## config.mk

```make
export PLATFORM = sky130hd
export DESIGN_NAME = rod_cutting_max_revenue_top
export DESIGN_NICKNAME = d
export VERILOG_FILES = /design/src/sv/rcmr_pkg.sv /design/src/sv/rcmr_datapath.sv /design/src/sv/rcmr_controller.sv /design/src/sv/rod_cutting_max_revenue_top.sv
export VERILOG_INCLUDE_DIRS = /design/src /design/src/sv
export SDC_FILE = /design/constraint.sdc
export NUM_CORES = 2
export LEC_CHECK = 0
export BUFFER_PORTS_ARGS = -buffer_cell sky130_fd_sc_hd__buf_2
export CAP_MARGIN = 40
export CELL_PAD_IN_SITES_DETAIL_PLACEMENT = 0
export CELL_PAD_IN_SITES_GLOBAL_PLACEMENT = 2
export CORE_MARGIN = 3
export CORE_UTILIZATION = 48
export CTS_BUF_LIST = sky130_fd_sc_hd__clkbuf_8
export DETAILED_ROUTE_END_ITERATION = 10
export GPL_ROUTABILITY_DRIVEN = 0
export PLACE_DENSITY_LB_ADDON = 0.1
export SYNTH_ARGS = -nofsm -noshare
export SYNTH_HDL_FRONTEND = slang
export SYNTH_SLANG_ARGS = --single-unit
```

## constraint.sdc

```tcl
create_clock -name clock -period 5.17 [get_ports clock]
set_input_delay 0.2585 -clock clock [delete_from_list [all_inputs] [get_ports clock]]
set_output_delay 0.2585 -clock clock [all_outputs]
set_load 0.01 [all_outputs]
```

## src/sv/assert_macros.svh

```systemverilog
// Assertion macros shared by the rod cutting revenue block.
`ifndef ASSERT_MACROS_SVH
`define ASSERT_MACROS_SVH

// Checks a property on every clock edge outside of reset.
`define ASSERT_ALWAYS(lbl, prop, msg) \
   lbl: assert property (@(posedge clock) disable iff (reset) (prop)) else $error(msg);

// Checks that the consequent holds in the same cycle as the antecedent.
`define ASSERT_IMPLY(lbl, ante, cons, msg) \
   lbl: assert property (@(posedge clock) disable iff (reset) (ante) |-> (cons)) \
      else $error(msg);

// Checks that the consequent holds in the cycle after the antecedent.
`define ASSERT_NEXT(lbl, ante, cons, msg) \
   lbl: assert property (@(posedge clock) disable iff (reset) (ante) |=> (cons)) \
      else $error(msg);

`endif

```

## src/sv/rcmr_pkg.sv

```systemverilog
// Shared widths, limits and controller/datapath interface types for rod cutting.
package rcmr_pkg;

   localparam int PRICE_W = 16;
   localparam int REV_W   = 22;
   localparam logic [REV_W-1:0] REV_MAX = {REV_W{1'b1}};

   typedef struct packed {
      logic load;
      logic close;
      logic read;
      logic acc;
      logic wr;
   } rcmr_cmd_type;

   typedef struct packed {
      logic cut_last;
      logic len_last;
   } rcmr_status_type;

endpackage

```

## src/sv/rcmr_datapath.sv

```systemverilog
// Datapath of the rod cutting block: price and revenue memories, counters, max unit.
`include "assert_macros.svh"

module rcmr_datapath
   import rcmr_pkg::*;
#(
   parameter int MAX_LENGTH = 64
) (
   input  logic                   clock,
   input  logic                   reset,
   input  rcmr_cmd_type           cmd,
   output rcmr_status_type        status,
   input  logic [PRICE_W-1:0]     req_piece_price,
   output logic [REV_W-1:0]       rsp_best_revenue
);

   localparam int CW = $clog2(MAX_LENGTH + 1);
   localparam int AW = (MAX_LENGTH > 1) ? $clog2(MAX_LENGTH) : 1;

   logic [PRICE_W-1:0] price_mem [MAX_LENGTH];
   logic [REV_W-1:0]   best_mem  [MAX_LENGTH];

   logic [CW-1:0]      count_ff, count_in;
   logic [CW-1:0]      n_ff, n_in;
   logic [CW-1:0]      len_ff, len_in;
   logic [CW-1:0]      cut_ff, cut_in;
   logic [PRICE_W-1:0] price_rd_ff;
   logic [REV_W-1:0]   best_rd_ff;
   logic               best_zero_ff;
   logic [REV_W-1:0]   top_ff, top_in;
   logic [REV_W-1:0]   result_ff;

   logic               full;
   logic [CW-1:0]      cut_m1;
   logic [CW-1:0]      rem_m1;
   logic [CW-1:0]      len_m1;
   logic [REV_W:0]     sum;
   logic [REV_W-1:0]   cand;

   assign full   = (count_ff == CW'(MAX_LENGTH));
   assign cut_m1 = cut_ff - CW'(1);
   assign rem_m1 = len_ff - cut_ff - CW'(1);
   assign len_m1 = len_ff - CW'(1);

   assign sum  = (REV_W+1)'(price_rd_ff) + (REV_W+1)'(best_zero_ff ? '0 : best_rd_ff);
   assign cand = sum[REV_W] ? REV_MAX : sum[REV_W-1:0];

   always_comb begin
      count_in = count_ff;
      n_in     = n_ff;
      len_in   = len_ff;
      cut_in   = cut_ff;
      top_in   = top_ff;
      if (cmd.close) begin
         count_in = '0;
         n_in     = full ? count_ff : count_ff + CW'(1);
         len_in   = CW'(1);
         cut_in   = CW'(1);
         top_in   = '0;
      end else if (cmd.load && !full) begin
         count_in = count_ff + CW'(1);
      end
      if (cmd.acc) begin
         cut_in = cut_ff + CW'(1);
         if (cand > top_ff) begin
            top_in = cand;
         end
      end
      if (cmd.wr) begin
         len_in = len_ff + CW'(1);
         cut_in = CW'(1);
         top_in = '0;
      end
   end

   always_ff @(posedge clock) begin
      if (reset) begin
         count_ff <= '0;
         n_ff     <= '0;
         len_ff   <= '0;
         cut_ff   <= '0;
      end else begin
         count_ff <= count_in;
         n_ff     <= n_in;
         len_ff   <= len_in;
         cut_ff   <= cut_in;
      end
   end

   always_ff @(posedge clock) begin
      top_ff <= top_in;
      if (cmd.read) begin
         best_zero_ff <= (len_ff == cut_ff);
      end
      if (cmd.wr && status.len_last) begin
         result_ff <= top_ff;
      end
   end

   always_ff @(posedge clock) begin
      if (cmd.load && !full) begin
         price_mem[count_ff[AW-1:0]] <= req_piece_price;
      end
      if (cmd.read) begin
         price_rd_ff <= price_mem[cut_m1[AW-1:0]];
      end
   end

   always_ff @(posedge clock) begin
      if (cmd.wr) begin
         best_mem[len_m1[AW-1:0]] <= top_ff;
      end
      if (cmd.read) begin
         best_rd_ff <= best_mem[rem_m1[AW-1:0]];
      end
   end

   assign status.cut_last  = (cut_ff == len_ff);
   assign status.len_last  = (len_ff == n_ff);
   assign rsp_best_revenue = result_ff;

   `ASSERT_IMPLY(a_cut_in_range, cmd.acc, (cut_ff <= len_ff) && (cut_ff != '0), "cut length out of range")
   `ASSERT_IMPLY(a_len_in_range, cmd.wr, (len_ff <= n_ff) && (len_ff != '0), "rod length out of range")
   `ASSERT_NEXT(a_count_cleared, cmd.close, count_ff == '0, "price count not cleared after close")

endmodule

```

## src/sv/rcmr_controller.sv

```systemverilog
// Controller state machine of the rod cutting block: request handshake and pass sequencing.
`include "assert_macros.svh"

module rcmr_controller
   import rcmr_pkg::*;
(
   input  logic            clock,
   input  logic            reset,
   input  logic            req_valid,
   input  logic            req_last_price,
   output logic            req_stall,
   output logic            rsp_valid,
   input  logic            rsp_stall,
   output rcmr_cmd_type    cmd,
   input  rcmr_status_type status
);

   typedef enum logic [4:0] {
      ST_IDLE  = 5'b00001,
      ST_READ  = 5'b00010,
      ST_ACC   = 5'b00100,
      ST_WRITE = 5'b01000,
      ST_OUT   = 5'b10000
   } rcmr_state_type;

   rcmr_state_type state_ff, state_in;
   logic           take;

   assign req_stall = !((state_ff == ST_IDLE) ||
                        ((state_ff == ST_OUT) && (!req_last_price || !rsp_stall)));
   assign take      = req_valid && !req_stall;
   assign rsp_valid = (state_ff == ST_OUT);

   assign cmd.load  = take;
   assign cmd.close = take && req_last_price;
   assign cmd.read  = (state_ff == ST_READ);
   assign cmd.acc   = (state_ff == ST_ACC);
   assign cmd.wr    = (state_ff == ST_WRITE);

   always_comb begin
      state_in = state_ff;
      case (state_ff)
         ST_IDLE: begin
            if (cmd.close) begin
               state_in = ST_READ;
            end
         end
         ST_READ: begin
            state_in = ST_ACC;
         end
         ST_ACC: begin
            state_in = status.cut_last ? ST_WRITE : ST_READ;
         end
         ST_WRITE: begin
            state_in = status.len_last ? ST_OUT : ST_READ;
         end
         ST_OUT: begin
            if (cmd.close) begin
               state_in = ST_READ;
            end else if (!rsp_stall) begin
               state_in = ST_IDLE;
            end
         end
         default: begin
            state_in = ST_IDLE;
         end
      endcase
   end

   always_ff @(posedge clock) begin
      if (reset) begin
         state_ff <= ST_IDLE;
      end else begin
         state_ff <= state_in;
      end
   end

   `ASSERT_NEXT(a_read_then_acc, state_ff == ST_READ, state_ff == ST_ACC, "read not followed by accumulate")
   `ASSERT_NEXT(a_last_write_shows, cmd.wr && status.len_last, rsp_valid, "result not shown after final write")
   `ASSERT_IMPLY(a_busy_stalls, (state_ff != ST_IDLE) && (state_ff != ST_OUT), req_stall, "request taken during compute")

endmodule

```

## src/sv/rod_cutting_max_revenue_top.sv

```systemverilog
// Rod cutting best revenue: a price request is stored when taken; the request marked
// last closes the rod of n prices (n at most MAX_LENGTH, further prices are dropped) and
// starts the revenue pass, in which each candidate cut first reads the price and revenue
// memories and then adds and compares. The result
// then waits in an output register; new prices may be loaded meanwhile, but the next
// closing request is held until that result is taken.
module rod_cutting_max_revenue_top
   import rcmr_pkg::*;
#(
   parameter int MAX_LENGTH = 64
) (
   input  logic               clock,
   input  logic               reset,
   input  logic               req_valid,
   output logic               req_stall,
   input  logic [PRICE_W-1:0] req_piece_price,
   input  logic               req_last_price,
   output logic               rsp_valid,
   input  logic               rsp_stall,
   output logic [REV_W-1:0]   rsp_best_revenue
);

   rcmr_cmd_type    cmd;
   rcmr_status_type status;

   rcmr_controller u_controller (
      .clock          (clock),
      .reset          (reset),
      .req_valid      (req_valid),
      .req_last_price (req_last_price),
      .req_stall      (req_stall),
      .rsp_valid      (rsp_valid),
      .rsp_stall      (rsp_stall),
      .cmd            (cmd),
      .status         (status)
   );

   rcmr_datapath #(
      .MAX_LENGTH (MAX_LENGTH)
   ) u_datapath (
      .clock            (clock),
      .reset            (reset),
      .cmd              (cmd),
      .status           (status),
      .req_piece_price  (req_piece_price),
      .rsp_best_revenue (rsp_best_revenue)
   );

endmodule
```

After elaboration in Yosys (flattened, before gate mapping)
Memories as Yosys holds them, arrays and structs flattened. A register that Yosys moved wholly into a read port is not among the register bits.
Index checks and enable logic that the tools add are counted.
{"block": "word_totals", "mem_bits_rw": 2432, "latchBits": 0, "register_bits": 78, "rom_bits": 0, "mem_count": 2}
{"block": "classes", "shifts": 0, "bitwise": 0, "addsub": 8, "n_reduce_logical": 17, "div": 0, "n_mul": 0, "magnitude_cmp": 1, "n_eq_ne": 11, "muxes": 20}
{"name": "u_datapath.best_mem", "depth": 64, "width": 22, "read_ports": 1, "rd_ports_with_merged_regs": 1, "wr": 1, "line_no": "rcmr_datapath.sv:21", "source": "logic [REV_W-1:0] best_mem [MAX_LENGTH];"}
{"name": "u_datapath.price_mem", "depth": 64, "width": 16, "read_ports": 1, "rd_ports_with_merged_regs": 1, "wr": 1, "line_no": "rcmr_datapath.sv:20", "source": "logic [PRICE_W-1:0] price_mem [MAX_LENGTH];"}
{"op": "$mux W22", "n": 5}
{"op": "$mux W7", "n": 4}
{"op": "$pmux W5 S5", "n": 1}
{"op": "$add A16 B23 Y23", "n": 1}
{"op": "$gt A22 B22 Y1", "n": 1}
{"op": "$add A7 B1 Y7 const B", "n": 3}
{"op": "$eq A7 B7 Y1", "n": 3}
{"op": "$mux W5", "n": 4}
{"op": "$sub A6 B1 Y6 const B", "n": 3}
{"op": "$eq A7 B7 Y1 const B", "n": 1}
{"op": "$sub A6 B6 Y6", "n": 1}
{"op": "$eq A5 B1 Y1 const B", "n": 1}
{"op": "$eq A5 B2 Y1 const B", "n": 1}
{"op": "$eq A5 B3 Y1 const B", "n": 1}
{"op": "$eq A5 B4 Y1 const B", "n": 1}
{"op": "$eq A5 B5 Y1 const B", "n": 1}
{"op": "$logic_and A1 B1 Y1", "n": 5}
{"op": "$mux W1", "n": 5}
{"op": "$logic_not A1 Y1", "n": 4}
{"op": "$mux W4", "n": 1}
{"op": "$reduce_bool A2 Y1", "n": 2}
{"op": "$reduce_or A2 Y1", "n": 2}
{"op": "$ne A3 B2 Y1 const B", "n": 1}
{"op": "$reduce_bool A3 Y1", "n": 1}
{"op": "3 further kinds", "n": 4}

Longest topological paths before layout
{"block": "logic_depth", "word_depth": 9, "mapped_depth": 23, "ltp_nobuf": 18}

Hierarchy
Synthesis repeated with hierarchy kept, for this count alone.
{"block": "hier_totals", "hier_cells": 4302, "area_unflattened_um2": 99015.0}
{"module": "rcmr_datapath", "cells_per_inst": 4256, "seq_area_each_um2": 75862.8, "n_inst": 1, "area_each_um2": 98628.3}
{"module": "rcmr_controller", "cells_per_inst": 46, "seq_area_each_um2": 100.1, "n_inst": 1, "area_each_um2": 386.6}

Worst setup path after synthesis
No wires, ideal clock.
{"block": "synth_path", "path_type": "reg-to-reg", "startpoint": "register u_datapath.best_zero_ff", "endpoint": "register u_datapath.top_ff[17]", "t_arrival_ns": 4.832, "setup_time_ns": 0.134, "stages_incl_launch_ff": 22, "n_path_buf": 3, "slack_ns": 0.204, "synth_period_minus_slack_ns": 4.966, "cell_sequence": "edfxtp_1 clkbuf_1 nor2b_1 ha_1 fa_1 a211oi_1 o21ai_0 a2111o_1 o21a_1 and4_1 buf_2 nor2_1 inv_1 ha_1 and3_1 and3_1 nand3_1 and3_1 a22oi_1 clkbuf_1 nor3b_1 or4_1"}
{"block": "synth_via", "elab_chain_len": 6}
{"item": "start: declaration", "line_no": "rcmr_datapath.sv:29", "source": "logic best_zero_ff;"}
{"item": "start signal: assignment", "line_no": "rcmr_datapath.sv:93", "source": "best_zero_ff <= (len_ff == cut_ff);"}
{"item": "$mux W22 *", "line_no": "rcmr_datapath.sv:45", "source": "assign sum = (REV_W+1)'(price_rd_ff) + (REV_W+1)'(best_zero_ff ? '0 : best_rd_ff);"}
{"item": "$add A16 B23 Y23 *", "line_no": "rcmr_datapath.sv:45"}
{"item": "$mux W22 *", "line_no": "rcmr_datapath.sv:46", "source": "assign cand = sum[REV_W] ? REV_MAX : sum[REV_W-1:0];"}
{"item": "$gt A22 B22 Y1", "line_no": "rcmr_datapath.sv:65", "source": "if (cand > top_ff) begin"}
{"item": "$mux W22 *", "line_no": "rcmr_datapath.sv:65"}
{"item": "$mux W22 *", "line_no": "rcmr_datapath.sv:63", "source": "if (cmd.acc) begin"}
{"item": "end signal: assignment", "line_no": "rcmr_datapath.sv:91", "source": "top_ff <= top_in;"}
{"item": "end: declaration", "line_no": "rcmr_datapath.sv:30", "source": "logic [REV_W-1:0] top_ff, top_in;"}
Every way passes the cells marked *; elsewhere a longest branch is shown, timed or not.
A chain may end at the register's enable or synchronous reset.

Worst setup path in the final report
{"block": "layout_path", "startpoint": "register u_datapath.best_rd_ff[0] (read register of u_datapath.best_mem)", "endpoint": "register u_datapath.top_ff[17]"}
{"block": "layout_via", "elab_chain_len": 6}
{"item": "start: declaration", "line_no": "rcmr_datapath.sv:28", "source": "logic [REV_W-1:0] best_rd_ff;"}
{"item": "$mux W22 *", "line_no": "rcmr_datapath.sv:45"}
{"item": "$add A16 B23 Y23 *", "line_no": "rcmr_datapath.sv:45"}
{"item": "$mux W22 *", "line_no": "rcmr_datapath.sv:46"}
{"item": "$gt A22 B22 Y1", "line_no": "rcmr_datapath.sv:65"}
{"item": "$mux W22 *", "line_no": "rcmr_datapath.sv:65"}
{"item": "$mux W22 *", "line_no": "rcmr_datapath.sv:63"}
Marked as above.

==> flow_results.xml <==
<?xml version="1.0" encoding="UTF-8"?>
<metrics>
  <group name="timing">
    <metric name="drv_slew" unit="">0</metric>
    <metric name="final_cycle_share" unit="%">94.3</metric>
    <metric name="final_hold_viol_count" unit="">0</metric>
    <metric name="tightestPinTransition" unit="ns">1.01</metric>
    <metric name="fin_tns_setup" unit="ns">0</metric>
    <metric name="timing.fmax" unit="MHz">205</metric>
    <metric name="clock-skew-final" unit="ns">0.0527</metric>
    <metric name="worst_slew_margin_rel" unit="%">32.7</metric>
    <metric name="grt_setup_unrepaired" unit="">false</metric>
    <metric name="minimum_clock_period_after_layout" unit="ns">4.87</metric>
    <metric name="setup-violations-final" unit="">0</metric>
  </group>
  <group name="setup_path">
    <metric name="cell_breakdown_of_the_critical_path" unit="">nor2b_1 &gt; ha_1 &gt; fa_1 &gt; a211oi_2 &gt; o21ai_1 &gt; a2111o_1 &gt; o21a_1 &gt; and4_1 &gt; a21oi_2 &gt; inv_1 &gt; ha_1 &gt; nand4_1 &gt; buf_4 &gt; nor4_4 &gt; buf_4 &gt; a41oi_1 &gt; a22oi_2 &gt; nor2_1 &gt; or4_1</metric>
    <metric name="worst_setup_path_start_kind" unit="">flop</metric>
    <metric name="cpPeakStageDelay" unit="ns">0.54</metric>
    <metric name="path_max_fanout" unit="">7</metric>
    <metric name="timing.critical_path.to_type" unit="">flop</metric>
    <metric name="path_class" unit="">flop to flop</metric>
    <metric name="worst_path_max_delay_cell" unit="">or4_1</metric>
    <metric name="cp.arrival" unit="ns">5.81</metric>
    <metric name="worst-endpoint-required" unit="ns">6.11</metric>
  </group>
  <group name="floorplan">
    <metric name="die_width" unit="µm">462</metric>
    <metric name="start_util" unit="%">48.5</metric>
    <metric name="die_y" unit="µm">462</metric>
    <metric name="placementRows" unit="">166</metric>
    <metric name="core_area" unit="mm²">0.205</metric>
    <metric name="area_of_the_die" unit="mm²">0.213</metric>
    <metric name="pin_count" unit="">45</metric>
  </group>
  <group name="final_layout">
    <metric name="layout.filler_cells" unit="">15703</metric>
    <metric name="area.growth.synth_to_final" unit="%">13.9</metric>
    <metric name="final_core_util" unit="%">55.2</metric>
    <metric name="layout-drive-gt1-share" unit="%">30.3</metric>
    <metric name="fin_nets" unit="">5368</metric>
  </group>
  <group name="power">
    <metric name="power.leakage" unit="nW">37.2</metric>
    <metric name="cellInternalPower" unit="W">0.0330</metric>
    <metric name="switching_share" unit="%">24.5</metric>
    <metric name="pwr-share-clk" unit="%">36.6</metric>
    <metric name="finalPower" unit="W">0.0437</metric>
    <metric name="netSwitchingPower" unit="W">0.0107</metric>
    <metric name="p_comb_share" unit="%">11.6</metric>
    <metric name="vdd_ir_drop_max" unit="V">0.000256</metric>
    <metric name="power.density" unit="mW/mm²">385</metric>
    <metric name="share_seq_of_total_power" unit="%">51.8</metric>
  </group>
  <group name="synth">
    <metric name="synthMostInstantiatedCell" unit="">edfxtp_1</metric>
    <metric name="synth_top_area_cell" unit="">edfxtp_1</metric>
    <metric name="synth_largest_type_area_fraction" unit="%">75.1</metric>
    <metric name="mappedNetlistNets" unit="">4769</metric>
    <metric name="ys_seq_area_share" unit="%">76.3</metric>
    <metric name="syn_area" unit="mm²">0.0996</metric>
    <metric name="syn_area_per_cell" unit="µm²">21.2</metric>
    <metric name="synth.yosys.warnings" unit="">0</metric>
    <metric name="yosys-top-cells-count" unit="">edfxtp_1 (2493), mux4_2 (690), nand2_1 (242)</metric>
    <metric name="synth.distinct_cells" unit="">61</metric>
    <metric name="synth_top_family_by_area" unit="">multiplexers</metric>
    <metric name="synth.ff_latch_count" unit="">2548</metric>
    <metric name="synthCells" unit="">4697</metric>
    <metric name="synth_enable_flop_cells" unit="">2493</metric>
    <metric name="synthSimpleGateAreaFrac" unit="%">3.30</metric>
    <metric name="synth_compound_area_share" unit="%">1.44</metric>
    <metric name="netlist_top_cells_area" unit="">edfxtp_1 (75%), mux4_2 (16%), dfxtp_1 (1.1%)</metric>
    <metric name="ys_async_sr_fraction" unit="%">0</metric>
    <metric name="adder_cell_share_of_the_synthesized_area" unit="%">0.656</metric>
    <metric name="yosys.area_share.xor_xnor" unit="%">0.413</metric>
    <metric name="primary_ff_master_synth" unit="">edfxtp_1</metric>
    <metric name="yosys-mux-area-fraction" unit="%">16.7</metric>
  </group>
  <group name="routing">
    <metric name="highest-signal-layer" unit="">met4</metric>
    <metric name="via_per_instance_ratio" unit="">5.83</metric>
    <metric name="route.layer.met1.wl" unit="µm">107000</metric>
    <metric name="route.antenna.remaining_nets" unit="">0</metric>
    <metric name="routed-via-count" unit="">48507</metric>
    <metric name="drt_iter0_markers" unit="">4878</metric>
    <metric name="met3_length" unit="µm">13500</metric>
    <metric name="drc" unit="">0</metric>
    <metric name="postRouteWirelength" unit="µm">254000</metric>
    <metric name="met2WireLength" unit="µm">127000</metric>
    <metric name="drtPass1Iterations" unit="">5</metric>
    <metric name="drt-wirelength-per-cell" unit="µm">30.5</metric>
  </group>
  <group name="min_path">
    <metric name="hold_path_class" unit="">input port to flop</metric>
  </group>
  <group name="status">
    <metric name="status" unit="">finished, final reports clean</metric>
  </group>
  <group name="clock_network">
    <metric name="cts_inserted_buffers" unit="">428</metric>
    <metric name="clkSinkCount" unit="">2548</metric>
    <metric name="clock_path_buffers" unit="">4</metric>
    <metric name="cts_tree" unit="">built</metric>
    <metric name="htreeDepth" unit="">5</metric>
    <metric name="clkSlewWorstSetupHoldPaths" unit="ns">0.07</metric>
    <metric name="skew_pair_late_insertion_delay" unit="ns">1.10</metric>
    <metric name="clock_tree.root_cell" unit="">clkbuf_8</metric>
  </group>
  <group name="grt">
    <metric name="gr-usage-all-layers" unit="%">24.1</metric>
    <metric name="grt_remaining_overflow" unit="">0</metric>
    <metric name="grt_pass1_vias" unit="">49759</metric>
    <metric name="antenna_found_initial" unit="">5</metric>
    <metric name="grt_start_max_net_pins" unit="">99</metric>
    <metric name="grt_pass1_wl" unit="µm">365000</metric>
  </group>
  <group name="place">
    <metric name="place.detailed.hpwl" unit="µm">151000</metric>
    <metric name="numPortBuffers" unit="">44</metric>
  </group>
  <group name="run">
    <metric name="max_cap_viol_count" unit="">0</metric>
  </group>
</metrics>
==> what timing repair did <==
item	4_1_cts	5_1_grt
hold buffers	25	0
pin swaps	0	4
setup endpoints to repair	9	20
cloned	0	1
hold endpoints to repair	1059	0
gates resized for setup	2	14
setup buffers	0	1
==> sequential cells by signal, indices dropped and copies added (netlist names) <==
signal,flops
u_datapath.best_rd_ff,22
u_datapath.cut_ff,7
u_datapath.n_ff,7
u_datapath.count_ff,7
u_controller.state_ff,5
u_datapath.best_zero_ff,1
u_datapath.best_mem,1408
u_datapath.price_rd_ff,16
u_datapath.len_ff,7
u_datapath.top_ff,22
u_datapath.rsp_best_revenue,22
u_datapath.price_mem,1024
==> layer usage <==
layer	vias up	GRT usage [%]
li1	20764	-
met1	25882	33.7
met2	1484	39.7
met3	377	4.08
met4	0	6.55
met5	-	0
==> logic make-up after synthesis <==
group	Yosys count
compound gates	233
xor+xnor	47
fa+ha+maj	51
buf+inv	294
flops	2548
mux	801
simple gates	723
==> worst paths after layout <==
| kind | from | to | slack [ns] | cells after the start |
|---|---|---|---|---|
| max | u_datapath.best_rd_ff[0] | u_datapath.top_ff[17] | 0.30 | 19 |
| min | req_piece_price[0] | u_datapath.price_mem[3][0] | 0.15 | 2 |
| max reg2reg | u_datapath.best_rd_ff[0] | u_datapath.top_ff[17] | 0.30 | 19 |
| min reg2reg | u_datapath.n_ff[4] | u_datapath.n_ff[4] | 0.48 | 2 |
==> metrics by stage <==
step           area, µm²  setup slack (ns)  cells  hold slack (ns)
2_1_floorplan      99600             0.204   4697            0.357
3_3_place_gp      105000            0.0377   7505            0.458
3_5_place_dp      106000           0.00556   7527            0.471
4_1_cts           113000            0.0792   8303           0.0401
5_1_grt           113000            0.0138   8311           0.0932
6_report          113000             0.296   8317            0.150
==> area by class of cell <==
cell class / count / area [µm²] / share of cell area, %
flip-flops and latches: 2548 / 76000 / 67.0
multi-input cells: 1855 / 22800 / 20.1
clock buffers: 433 / 5960 / 5.25
repair buffers: 413 / 3600 / 3.17
well taps: 2688 / 3360 / 2.96
clock inverters: 318 / 1550 / 1.36
inverters: 50 / 188 / 0.165
diodes: 12 / 30.0 / 0.0265
==> worst max-delay path, delay by kind of cell, from the launching register on <==
kind                     cells  cell delay [ns]
buffers and inverters        3             0.37
AO/OA/AOI/OAI                7             1.71
AND/OR/NAND/NOR              6             1.39
flip-flops                   1             0.35
adder cells (fa/ha/maj)      3             0.94
==> power groups by stage <==
stage                     combinational (W)  sequential, W  clock, W
after floorplan                     0.00304         0.0231         0
after global placement              0.00512         0.0231         0
after detailed placement            0.00514         0.0231         0
after CTS                           0.00517         0.0227    0.0164
after global routing                0.00540         0.0227    0.0174
final                               0.00508         0.0227    0.0160
==> cells in the final DEF, fill, tap and decap left out, types with 23 or more instances in the layout <==
| master | instances |
|---|---|
| edfxtp_1 | 2493 |
| mux4_2 | 690 |
| clkbuf_8 | 433 |
| buf_4 | 295 |
| nand2_1 | 242 |
| inv_1 | 196 |
| nor2_1 | 132 |
| nand3_1 | 131 |
| mux2i_1 | 108 |
| clkinv_1 | 108 |
| o21ai_0 | 88 |
| nor2_2 | 65 |
| a21oi_1 | 54 |
| ha_1 | 47 |
| clkinv_2 | 45 |
| buf_2 | 45 |
| buf_12 | 36 |
| nand4_1 | 33 |
| dfxtp_1 | 32 |
| dlygate4sd3_1 | 25 |
| xnor2_1 | 23 |
(Power assumes the default switching activity.)
